File: src/rtl/core/sorted_priority_queue_macros.svh
// assertion macros for the sorted priority queue
// used by the top level only, no other dependencies
`ifndef SORTED_PRIORITY_QUEUE_MACROS_SVH
`define SORTED_PRIORITY_QUEUE_MACROS_SVH

// same-cycle implication, disabled while reset is asserted
`define SPQ_ASSERT_IMPLIES(label, clk, rst_n, ante, cons, msg) \
  label: assert property (@(posedge clk) disable iff (!rst_n) (ante) |-> (cons)) \
    else $error(msg);

// next-cycle implication, disabled while reset is asserted
`define SPQ_ASSERT_NEXT(label, clk, rst_n, ante, cons, msg) \
  label: assert property (@(posedge clk) disable iff (!rst_n) (ante) |=> (cons)) \
    else $error(msg);

`endif

File: src/rtl/core/spq_pkg.sv
// shared constants, codes and types for the sorted priority queue
// no dependencies
package spq_pkg;

  localparam int unsigned VALUE_WIDTH     = 8;
  localparam int unsigned DEPTH_DEF       = 16;
  localparam int unsigned PRIO_WIDTH_DEF  = 16;
  localparam int unsigned STATUS_WIDTH    = 2;

  localparam logic OP_ENQ = 1'b0;
  localparam logic OP_DEQ = 1'b1;

  localparam logic [STATUS_WIDTH-1:0] ST_OK    = 2'd0;
  localparam logic [STATUS_WIDTH-1:0] ST_EMPTY = 2'd1;
  localparam logic [STATUS_WIDTH-1:0] ST_FULL  = 2'd2;

  // sequencer status toward the output stage
  typedef struct packed {
    logic                    busy;
    logic                    res_valid;
    logic [VALUE_WIDTH-1:0]  removed_value;
    logic [STATUS_WIDTH-1:0] status;
    logic [VALUE_WIDTH-1:0]  head_value;
    logic                    head_valid;
  } ctrl_status_t;

endpackage

File: src/rtl/core/spq_ram.sv
// generic single-write, single-read synchronous ram with registered read
// no dependencies
module spq_ram #(
  parameter int unsigned Width = 8,
  parameter int unsigned Depth = 16
) (
  input  logic                     clk_i,
  input  logic                     we_i,
  input  logic [$clog2(Depth)-1:0] waddr_i,
  input  logic [Width-1:0]         wdata_i,
  input  logic                     re_i,
  input  logic [$clog2(Depth)-1:0] raddr_i,
  output logic [Width-1:0]         rdata_o
);

  logic [Width-1:0] mem_q [Depth];
  logic [Width-1:0] rdata_q;

  always_ff @(posedge clk_i) begin
    if (we_i) begin
      mem_q[waddr_i] <= wdata_i;
    end
    if (re_i) begin
      rdata_q <= mem_q[raddr_i];
    end
  end

  assign rdata_o = rdata_q;

endmodule

File: src/rtl/core/spq_ctrl.sv
// sequencer of the sorted priority queue: circular list in ram, insert by tail scan
// depends on spq_pkg and spq_ram
module spq_ctrl #(
  parameter int unsigned Depth     = spq_pkg::DEPTH_DEF,
  parameter int unsigned PrioWidth = spq_pkg::PRIO_WIDTH_DEF
) (
  input  logic                                clk_i,
  input  logic                                rst_ni,
  input  logic                                req_valid_i,
  input  logic                                operation_i,
  input  logic [spq_pkg::VALUE_WIDTH-1:0]     item_value_i,
  input  logic signed [PrioWidth-1:0]         item_priority_i,
  input  logic                                res_take_i,
  output spq_pkg::ctrl_status_t               stat_o,
  output logic [$clog2(Depth+1)-1:0]          count_o
);

  localparam int unsigned AW = $clog2(Depth);
  localparam int unsigned CW = $clog2(Depth + 1);
  localparam int unsigned VW = spq_pkg::VALUE_WIDTH;
  localparam int unsigned EW = VW + PrioWidth;

  localparam logic [2:0] S_IDLE  = 3'd0;
  localparam logic [2:0] S_SCAN  = 3'd1;
  localparam logic [2:0] S_PLACE = 3'd2;
  localparam logic [2:0] S_HEAD  = 3'd3;
  localparam logic [2:0] S_RESP  = 3'd4;

  function automatic logic [AW-1:0] ptr_inc(input logic [AW-1:0] p);
    ptr_inc = (p == AW'(Depth - 1)) ? '0 : p + AW'(1);
  endfunction

  function automatic logic [AW-1:0] ptr_dec(input logic [AW-1:0] p);
    ptr_dec = (p == '0) ? AW'(Depth - 1) : p - AW'(1);
  endfunction

  function automatic logic [AW-1:0] ptr_add(input logic [AW-1:0] p, input logic [CW-1:0] l);
    logic [AW:0] s;
    s = {1'b0, p} + (AW+1)'(l);
    if (s >= (AW+1)'(Depth)) begin
      s = s - (AW+1)'(Depth);
    end
    ptr_add = s[AW-1:0];
  endfunction

  logic [2:0]                        state_q, state_d;
  logic [CW-1:0]                     count_q, count_d;
  logic [AW-1:0]                     head_q, head_d;
  logic [AW-1:0]                     wp_q, wp_d;
  logic [CW-1:0]                     pos_q, pos_d;
  logic [VW-1:0]                     head_val_q, head_val_d;
  logic [VW-1:0]                     val_q, val_d;
  logic signed [PrioWidth-1:0]       key_q, key_d;
  logic [VW-1:0]                     removed_q, removed_d;
  logic [spq_pkg::STATUS_WIDTH-1:0]  status_q, status_d;

  logic          ram_we;
  logic [AW-1:0] ram_waddr;
  logic [EW-1:0] ram_wdata;
  logic          ram_re;
  logic [AW-1:0] ram_raddr;
  logic [EW-1:0] ram_rdata;
  logic [AW-1:0] tail;
  logic signed [PrioWidth-1:0] rd_prio;

  assign tail    = ptr_add(head_q, count_q);
  assign rd_prio = $signed(ram_rdata[PrioWidth-1:0]);

  always_comb begin
    state_d    = state_q;
    count_d    = count_q;
    head_d     = head_q;
    wp_d       = wp_q;
    pos_d      = pos_q;
    head_val_d = head_val_q;
    val_d      = val_q;
    key_d      = key_q;
    removed_d  = removed_q;
    status_d   = status_q;
    ram_we     = 1'b0;
    ram_waddr  = wp_q;
    ram_wdata  = {val_q, key_q};
    ram_re     = 1'b0;
    ram_raddr  = ptr_dec(wp_q);
    case (state_q)
      S_IDLE: begin
        if (req_valid_i) begin
          val_d     = item_value_i;
          key_d     = item_priority_i;
          removed_d = '0;
          status_d  = spq_pkg::ST_OK;
          state_d   = S_RESP;
          if (operation_i == spq_pkg::OP_ENQ) begin
            if (count_q == CW'(Depth)) begin
              status_d = spq_pkg::ST_FULL;
            end else if (count_q == '0) begin
              ram_we     = 1'b1;
              ram_waddr  = head_q;
              ram_wdata  = {item_value_i, item_priority_i};
              head_val_d = item_value_i;
              count_d    = count_q + CW'(1);
            end else begin
              // walk down from the tail, one entry per cycle
              wp_d      = tail;
              pos_d     = count_q;
              ram_re    = 1'b1;
              ram_raddr = ptr_dec(tail);
              state_d   = S_SCAN;
            end
          end else begin
            if (count_q == '0) begin
              status_d = spq_pkg::ST_EMPTY;
            end else begin
              removed_d = head_val_q;
              head_d    = ptr_inc(head_q);
              count_d   = count_q - CW'(1);
              if (count_q > CW'(1)) begin
                ram_re    = 1'b1;
                ram_raddr = ptr_inc(head_q);
                state_d   = S_HEAD;
              end
            end
          end
        end
      end
      S_SCAN: begin
        if (rd_prio > key_q) begin
          // move the larger entry up one slot
          ram_we    = 1'b1;
          ram_waddr = wp_q;
          ram_wdata = ram_rdata;
          wp_d      = ptr_dec(wp_q);
          pos_d     = pos_q - CW'(1);
          if (pos_q == CW'(1)) begin
            state_d = S_PLACE;
          end else begin
            ram_re    = 1'b1;
            ram_raddr = ptr_dec(ptr_dec(wp_q));
          end
        end else begin
          ram_we  = 1'b1;
          count_d = count_q + CW'(1);
          state_d = S_RESP;
        end
      end
      S_PLACE: begin
        // new entry becomes the head
        ram_we     = 1'b1;
        head_val_d = val_q;
        count_d    = count_q + CW'(1);
        state_d    = S_RESP;
      end
      S_HEAD: begin
        head_val_d = ram_rdata[EW-1:PrioWidth];
        state_d    = S_RESP;
      end
      S_RESP: begin
        if (res_take_i) begin
          state_d = S_IDLE;
        end
      end
      default: begin
        state_d = S_IDLE;
      end
    endcase
  end

  always_ff @(posedge clk_i or negedge rst_ni) begin
    if (!rst_ni) begin
      state_q <= S_IDLE;
      count_q <= '0;
      head_q  <= '0;
    end else begin
      state_q <= state_d;
      count_q <= count_d;
      head_q  <= head_d;
    end
  end

  always_ff @(posedge clk_i) begin
    wp_q       <= wp_d;
    pos_q      <= pos_d;
    head_val_q <= head_val_d;
    val_q      <= val_d;
    key_q      <= key_d;
    removed_q  <= removed_d;
    status_q   <= status_d;
  end

  spq_ram #(
    .Width (EW),
    .Depth (Depth)
  ) u_ram (
    .clk_i   (clk_i),
    .we_i    (ram_we),
    .waddr_i (ram_waddr),
    .wdata_i (ram_wdata),
    .re_i    (ram_re),
    .raddr_i (ram_raddr),
    .rdata_o (ram_rdata)
  );

  assign stat_o.busy          = (state_q != S_IDLE);
  assign stat_o.res_valid     = (state_q == S_RESP);
  assign stat_o.removed_value = removed_q;
  assign stat_o.status        = status_q;
  assign stat_o.head_valid    = (count_q != '0);
  assign stat_o.head_value    = (count_q != '0) ? head_val_q : '0;
  assign count_o              = count_q;

endmodule

File: src/rtl/core/sorted_priority_queue.sv
// sorted priority queue: enqueue on an empty or full queue goes straight to the response; else
// the sequencer scans from the tail through the entry ram (one entry a cycle), then responds
// dequeue responds directly, or after one ram read for the new head when entries remain
// one request at a time; result sits in an output register so the next request can enter
// reset empties the queue at once, ram contents need no clearing
`include "sorted_priority_queue_macros.svh"

module sorted_priority_queue #(
  parameter int unsigned Depth     = spq_pkg::DEPTH_DEF,
  parameter int unsigned PrioWidth = spq_pkg::PRIO_WIDTH_DEF
) (
  input  logic                                 clk_i,
  input  logic                                 rst_ni,
  input  logic                                 in_valid_i,
  output logic                                 in_stall_o,
  input  logic                                 operation_i,
  input  logic [spq_pkg::VALUE_WIDTH-1:0]      item_value_i,
  input  logic signed [PrioWidth-1:0]          item_priority_i,
  output logic                                 out_valid_o,
  input  logic                                 out_stall_i,
  output logic [spq_pkg::VALUE_WIDTH-1:0]      removed_value_o,
  output logic [spq_pkg::STATUS_WIDTH-1:0]     status_o,
  output logic [$clog2(Depth+1)-1:0]           entry_count_o,
  output logic [spq_pkg::VALUE_WIDTH-1:0]      head_value_o,
  output logic                                 head_valid_o
);

  localparam int unsigned CW = $clog2(Depth + 1);

  spq_pkg::ctrl_status_t stat;
  logic [CW-1:0]         count;
  logic                  res_take;

  logic                                 out_valid_q, out_valid_d;
  logic [spq_pkg::VALUE_WIDTH-1:0]      removed_q;
  logic [spq_pkg::STATUS_WIDTH-1:0]     status_q;
  logic [CW-1:0]                        count_q;
  logic [spq_pkg::VALUE_WIDTH-1:0]      head_value_q;
  logic                                 head_valid_q;

  assign in_stall_o = stat.busy;
  // output register free, or being emptied this cycle
  assign res_take   = stat.res_valid && (!out_valid_q || !out_stall_i);

  spq_ctrl #(
    .Depth     (Depth),
    .PrioWidth (PrioWidth)
  ) u_ctrl (
    .clk_i           (clk_i),
    .rst_ni          (rst_ni),
    .req_valid_i     (in_valid_i),
    .operation_i     (operation_i),
    .item_value_i    (item_value_i),
    .item_priority_i (item_priority_i),
    .res_take_i      (res_take),
    .stat_o          (stat),
    .count_o         (count)
  );

  always_comb begin
    out_valid_d = out_valid_q && out_stall_i;
    if (res_take) begin
      out_valid_d = 1'b1;
    end
  end

  always_ff @(posedge clk_i or negedge rst_ni) begin
    if (!rst_ni) begin
      out_valid_q <= 1'b0;
    end else begin
      out_valid_q <= out_valid_d;
    end
  end

  always_ff @(posedge clk_i) begin
    if (res_take) begin
      removed_q    <= stat.removed_value;
      status_q     <= stat.status;
      count_q      <= count;
      head_value_q <= stat.head_value;
      head_valid_q <= stat.head_valid;
    end
  end

  assign out_valid_o     = out_valid_q;
  assign removed_value_o = removed_q;
  assign status_o        = status_q;
  assign entry_count_o   = count_q;
  assign head_value_o    = head_value_q;
  assign head_valid_o    = head_valid_q;

  `SPQ_ASSERT_NEXT(a_busy_after_req, clk_i, rst_ni, in_valid_i && !in_stall_o, in_stall_o, "request not followed by busy")
  `SPQ_ASSERT_IMPLIES(a_count_bound, clk_i, rst_ni, 1'b1, count <= CW'(Depth), "entry count above depth")
  `SPQ_ASSERT_IMPLIES(a_full_reject, clk_i, rst_ni, out_valid_o && status_o == spq_pkg::ST_FULL, entry_count_o == CW'(Depth) && removed_value_o == '0, "full reject with bad count or value")
  `SPQ_ASSERT_IMPLIES(a_head_flag, clk_i, rst_ni, out_valid_o, head_valid_o == (entry_count_o != '0), "head flag disagrees with count")

endmodule
File: config.mk
export PLATFORM = sky130hd
export DESIGN_NAME = sorted_priority_queue
export DESIGN_NICKNAME = d
export VERILOG_FILES = /design/src/rtl/core/spq_pkg.sv /design/src/rtl/core/spq_ram.sv /design/src/rtl/core/spq_ctrl.sv /design/src/rtl/core/sorted_priority_queue.sv
export VERILOG_INCLUDE_DIRS = /design/src /design/src/rtl/core
export SDC_FILE = /design/constraint.sdc
export NUM_CORES = 1
export LEC_CHECK = 0
export BUFFER_PORTS_ARGS = -buffer_cell sky130_fd_sc_hd__buf_4
export CAP_MARGIN = 20
export CORE_ASPECT_RATIO = 1.4
export CORE_MARGIN = 2
export CORE_UTILIZATION = 45
export DETAILED_ROUTE_END_ITERATION = 8
export PLACE_DENSITY = 0.65
export SYNTH_ARGS = -nofsm -noshare
export SYNTH_HDL_FRONTEND = slang
export SYNTH_SLANG_ARGS = --single-unit
File: constraint.sdc
create_clock -name clk_i -period 3.5 [get_ports clk_i]
set_input_delay 0.875 -clock clk_i [delete_from_list [all_inputs] [get_ports clk_i]]
set_output_delay 0.875 -clock clk_i [all_outputs]
set_load 0.01 [all_outputs]
==> metrics list <==
- The slowest stage of the critical path belongs to the cell sky130_fd_sc_hd__fa_1.
- Simple-gate area share of the yosys netlist: under 10%
- Summed over all failing endpoints, the final setup total negative slack is -3.81 ns.
- The worst setup path is captured at a flop.
- Total placed instance area: 23800 µm²
- Setup repair after global routing could not meet its margin everywhere.
- Entering global routing, the biggest net connects 35 pins.
- Met3 Routed Length: approximately 3700 µm
* Startpoint type of the worst setup path: flop
- In this run the worst path has a maximum fanout of 8.
* Combinational family with the most area after synthesis: compound AO/OA/AOI/OAI gates
- Each instance of the synthesized netlist takes up on average 14.2 µm².
- Number of nets at the end of the flow: 1791
- Most frequent cells after synthesis: sky130_fd_sc_hd__edfxtp_1 (483), sky130_fd_sc_hd__nand2_1 (159), sky130_fd_sc_hd__o21ai_0 (109)
- Sequential-to-total area share from yosys stat: a little over two thirds
* Clock tree sinks: 496
- I/O pin count: 55
* Synth Flop Type: sky130_fd_sc_hd__edfxtp_1
- Final Cycle Share: 107%
* Mux contribution to synthesized area: 4.85%
- After layout, the minimum clock period comes to 3.74 ns.
- In the detailed route, the total length drawn on met2 is 29700 µm.
* Placeable core region: 46100 µm²
- Clock-pin transition on the worst setup and hold timing paths: 0.07 ns
- CP required: 3.82 ns
- Headroom to the max-slew limit came out at approximately 25%.
- TritonCTS clock tree: built
- Arrival time reported for the critical path endpoint: around 4 ns
* Run status: finished, violations left
- Worst-case clock skew: between 0.02 and 0.025 ns
- Yosys top cell area share: 69.0%
- The synthesized netlist occupies a cell area of 21000 µm².
- Syn Nets: approximately 1500
* Worst slack after detailed placement: -0.478 ns
- Metal-1 WL: 20800 µm
- After floorplanning, the core was divided into 93 placement rows.
- Once detail routing completed, the nets flagged for antenna violations numbered 0.
- The largest single stage delay on the critical path is 0.54 ns.
- Peak clock frequency supported by timing: 268 MHz
* Critical R2R Launch: u_ctrl.head_q[0]
* Termination of the worst setup path: u_ctrl.u_ram.rdata_o[11]
- The wire-length estimate of the detail-placed layout is ~34000 µm.
- Total GRT Usage: around 23%
- Max-cap violations: 0
* GPL Wtd Cong: around 0.88
- The critical path goes through ha_2, inv_2, fa_1, ha_2, xnor3_1, o31a_1, nand3_1, o211a_1, o41a_1, o21a_1, buf_12, nand2_8, buf_12, o22ai_1, a31oi_1, a211o_1.
- Vias in the first global route: 13900
- Latest clock arrival within the worst-skew pair: just under 0.6 ns
- Summing the areas of all xor and xnor instances in the mapped netlist gives 0.732% of the synthesized area.
- Area grow syn2layout: 25.1%
- Across all register-to-register paths, the minimum setup slack is -0.24 ns.
* Violated checks: setup timing
- Adder and majority cell fraction of the synthesized area: 1.94%
* Buffers plus inverters on the worst setup path: 3
* Count of antenna diodes in the layout: 0
- Routed signal wires occupy layers up through met4.
- Number of max-slew violations in the final report: 0
- Wire length per cell after detailed routing: 24.0 µm
* DRC violations left: 0
* Leading area contributor after synthesis: sky130_fd_sc_hd__edfxtp_1
- Yosys reg bits: about 500
* Layout cell share with drive strength beyond 1: 28.2%
- For this run the aggregate overflow at the end of global routing stands at 0.
- For this run, asynchronously set or reset flops after synthesis account for 2.62%.
- Global-route wire length before repair: between 80000 and 90000 µm
* Via count of the routed design: between 10000 and 15000
* Initial antenna violation count: 0
- For this run, the detailed router's first-pass iteration total came to 7.
- Family with the most delay on the worst path: compound AO/OA/AOI/OAI gates
- Endpoint of the most critical register-to-register path: u_ctrl.u_ram.rdata_o[11]
* Most repeated cell in the gate-level netlist after synthesis: sky130_fd_sc_hd__edfxtp_1
- Drt via density: 5.81
- The critical path runs through a total of 16 cells.
- Area of all placed cells without fillers: around 26000 µm²
- In this run the horizontal extent of the chip is 187 µm.
- Number of buffers between clock root and the deepest sink: 3
* DIE AREA: 48500 µm²
- Once the floorplan was initialized, standard cells occupied 45.6% of the core.
- For the pin with the worst max-slew slack, the measured transition is ~1.1 ns.
* Number of flops mapped to enable cells by yosys: 483
- Final wirelength: 57200 µm
- Final critical-path setup slack: -0.236 ns
* Count of routing violations after the opening detailed-route iteration: 1361
* Critical path class: reg2reg
- Number of different library cells in the post-synthesis netlist: 72
- IO buf count: 54
- Clock tree synthesis selected as its root buffer the cell sky130_fd_sc_hd__clkbuf_16.
- Setup violations remaining at the end of the flow were counted as 24.
* Warning count from the yosys run: 0
- Clock tree synthesis inserted a total of 45 buffers.
- Height of the die: 260 µm
* Worst r2r path cells: 16
- Synth Instances: 1480
- The synthesized netlist devotes 12.0% of its cell area to compound gates.
- The tightest min-delay check is of the in2async type.
- CTS H-tree depth: 2
- The number of hold violations in the final report is 0.
- Measured on the finished design, the core utilization comes to 57.1%.
- Sorting the synthesized cells by area gives the leading types as sky130_fd_sc_hd__edfxtp_1 (69%), sky130_fd_sc_hd__nand2_1 (2.8%), sky130_fd_sc_hd__o21ai_0 (2.6%).
- The most critical setup path has its startpoint at u_ctrl.head_q[0].
## flip-flops by register name, summed over array words and instances, names as in the netlist, 5 cells and up
signal,count
u_ctrl.removed_q,8
u_ctrl.pos_q,5
u_ctrl.u_ram.mem_q,384
u_ctrl.u_ram.rdata_o,24
u_ctrl.val_q,8
u_ctrl.count_o,5
u_ctrl.key_q,16
entry_count_o,5
removed_value_o,8
u_ctrl.head_val_q,8
head_value_o,8
## what timing repair did
| item | in CTS | in global routing |
|---|---|---|
| pin swaps | 13 | 16 |
| gates cloned | 5 | 3 |
| hold buffers | 0 | 0 |
| setup endpoints to repair | 40 | 40 |
| buffers inserted | 18 | 15 |
| resized for setup | 75 | 42 |
## cell families (layout without fill, tap and decap cells)
group	Yosys count	in the layout
flops	496	496
compound gates	377	377
simple gates	297	298
buf+inv	175	457
mux	87	87
fa+ha+maj	32	32
xor+xnor	16	16
## worst reg2reg max path: stages (launching register included)
cell,delay (ns)
sky130_fd_sc_hd__dfrtp_1,0.38
sky130_fd_sc_hd__ha_2,0.20
sky130_fd_sc_hd__inv_2,0.04
sky130_fd_sc_hd__fa_1,0.54
sky130_fd_sc_hd__ha_2,0.20
sky130_fd_sc_hd__xnor3_1,0.22
sky130_fd_sc_hd__o31a_1,0.26
sky130_fd_sc_hd__nand3_1,0.08
sky130_fd_sc_hd__o211a_1,0.18
sky130_fd_sc_hd__o41a_1,0.20
sky130_fd_sc_hd__o21a_1,0.20
sky130_fd_sc_hd__buf_12,0.16
sky130_fd_sc_hd__nand2_8,0.11
sky130_fd_sc_hd__buf_12,0.19
sky130_fd_sc_hd__o22ai_1,0.15
sky130_fd_sc_hd__a31oi_1,0.06
sky130_fd_sc_hd__a211o_1,0.34
## placed cells by master (no fill, tap or decap), types with 14 or more instances in the layout
cell type                     n
sky130_fd_sc_hd__edfxtp_1   483
sky130_fd_sc_hd__buf_4      224
sky130_fd_sc_hd__nand2_1    154
sky130_fd_sc_hd__o21ai_0    103
sky130_fd_sc_hd__inv_1       85
sky130_fd_sc_hd__a21oi_1     55
sky130_fd_sc_hd__clkbuf_16   48
sky130_fd_sc_hd__a31oi_1     46
sky130_fd_sc_hd__mux2_2      31
sky130_fd_sc_hd__and3_1      28
sky130_fd_sc_hd__buf_12      28
sky130_fd_sc_hd__nor2_1      25
sky130_fd_sc_hd__a222oi_1    24
sky130_fd_sc_hd__mux2i_1     24
sky130_fd_sc_hd__ha_1        22
sky130_fd_sc_hd__nor2_4      19
sky130_fd_sc_hd__mux2_4      19
sky130_fd_sc_hd__buf_6       19
sky130_fd_sc_hd__a221o_1     18
sky130_fd_sc_hd__a311oi_1    17
sky130_fd_sc_hd__o21ai_1     15
sky130_fd_sc_hd__and2_1      14
## through the flow
| step | std cells | hold WS, ns |
|---|---|---|
| final | 2380 | 0.151 |
| after global routing | 2380 | 0.151 |
| after CTS | 2362 | 0.140 |
| after detailed placement | 2259 | 0.405 |
| after global placement | 2256 | 0.401 |
| after floorplan | 1480 | 0.400 |
## worst min path at each step
stage                         from                 end  slack [ns]  cells past startpoint
5_1_grt                     rst_ni   u_ctrl.state_q[0]        0.15                      1
2_1_floorplan  u_ctrl.removed_q[0]  removed_value_o[0]        0.40                      0
3_5_place_dp   u_ctrl.removed_q[6]  removed_value_o[6]        0.40                      0
6_report                    rst_ni   u_ctrl.state_q[0]        0.15                      1
4_1_cts                     rst_ni   u_ctrl.state_q[0]        0.14                      1
3_3_place_gp   u_ctrl.removed_q[4]  removed_value_o[4]        0.40                      0
## area by class of cell
| class | count | area (µm²) |
|---|---|---|
| Clock buffer | 58 | 1210 |
| Clock inverter | 22 | 189 |
| Fill cell | 3557 | 19800 |
| Inverter | 89 | 338 |
| Multi-Input combinational cell | 810 | 6070 |
| Sequential cell | 496 | 14800 |
| Tap cell | 617 | 772 |
| Timing Repair Buffer | 288 | 2890 |
## metal layers
metal	global-route usage (%)	vias to the layer above
met5	0	-
met4	12.1	0
met3	3.04	173
met2	42.2	626
met1	26.3	6843
li1	-	6180
Power is left out: the tool's default activity adds up to more than one toggle a clock period on the data nets, which glitch-free logic cannot reach.
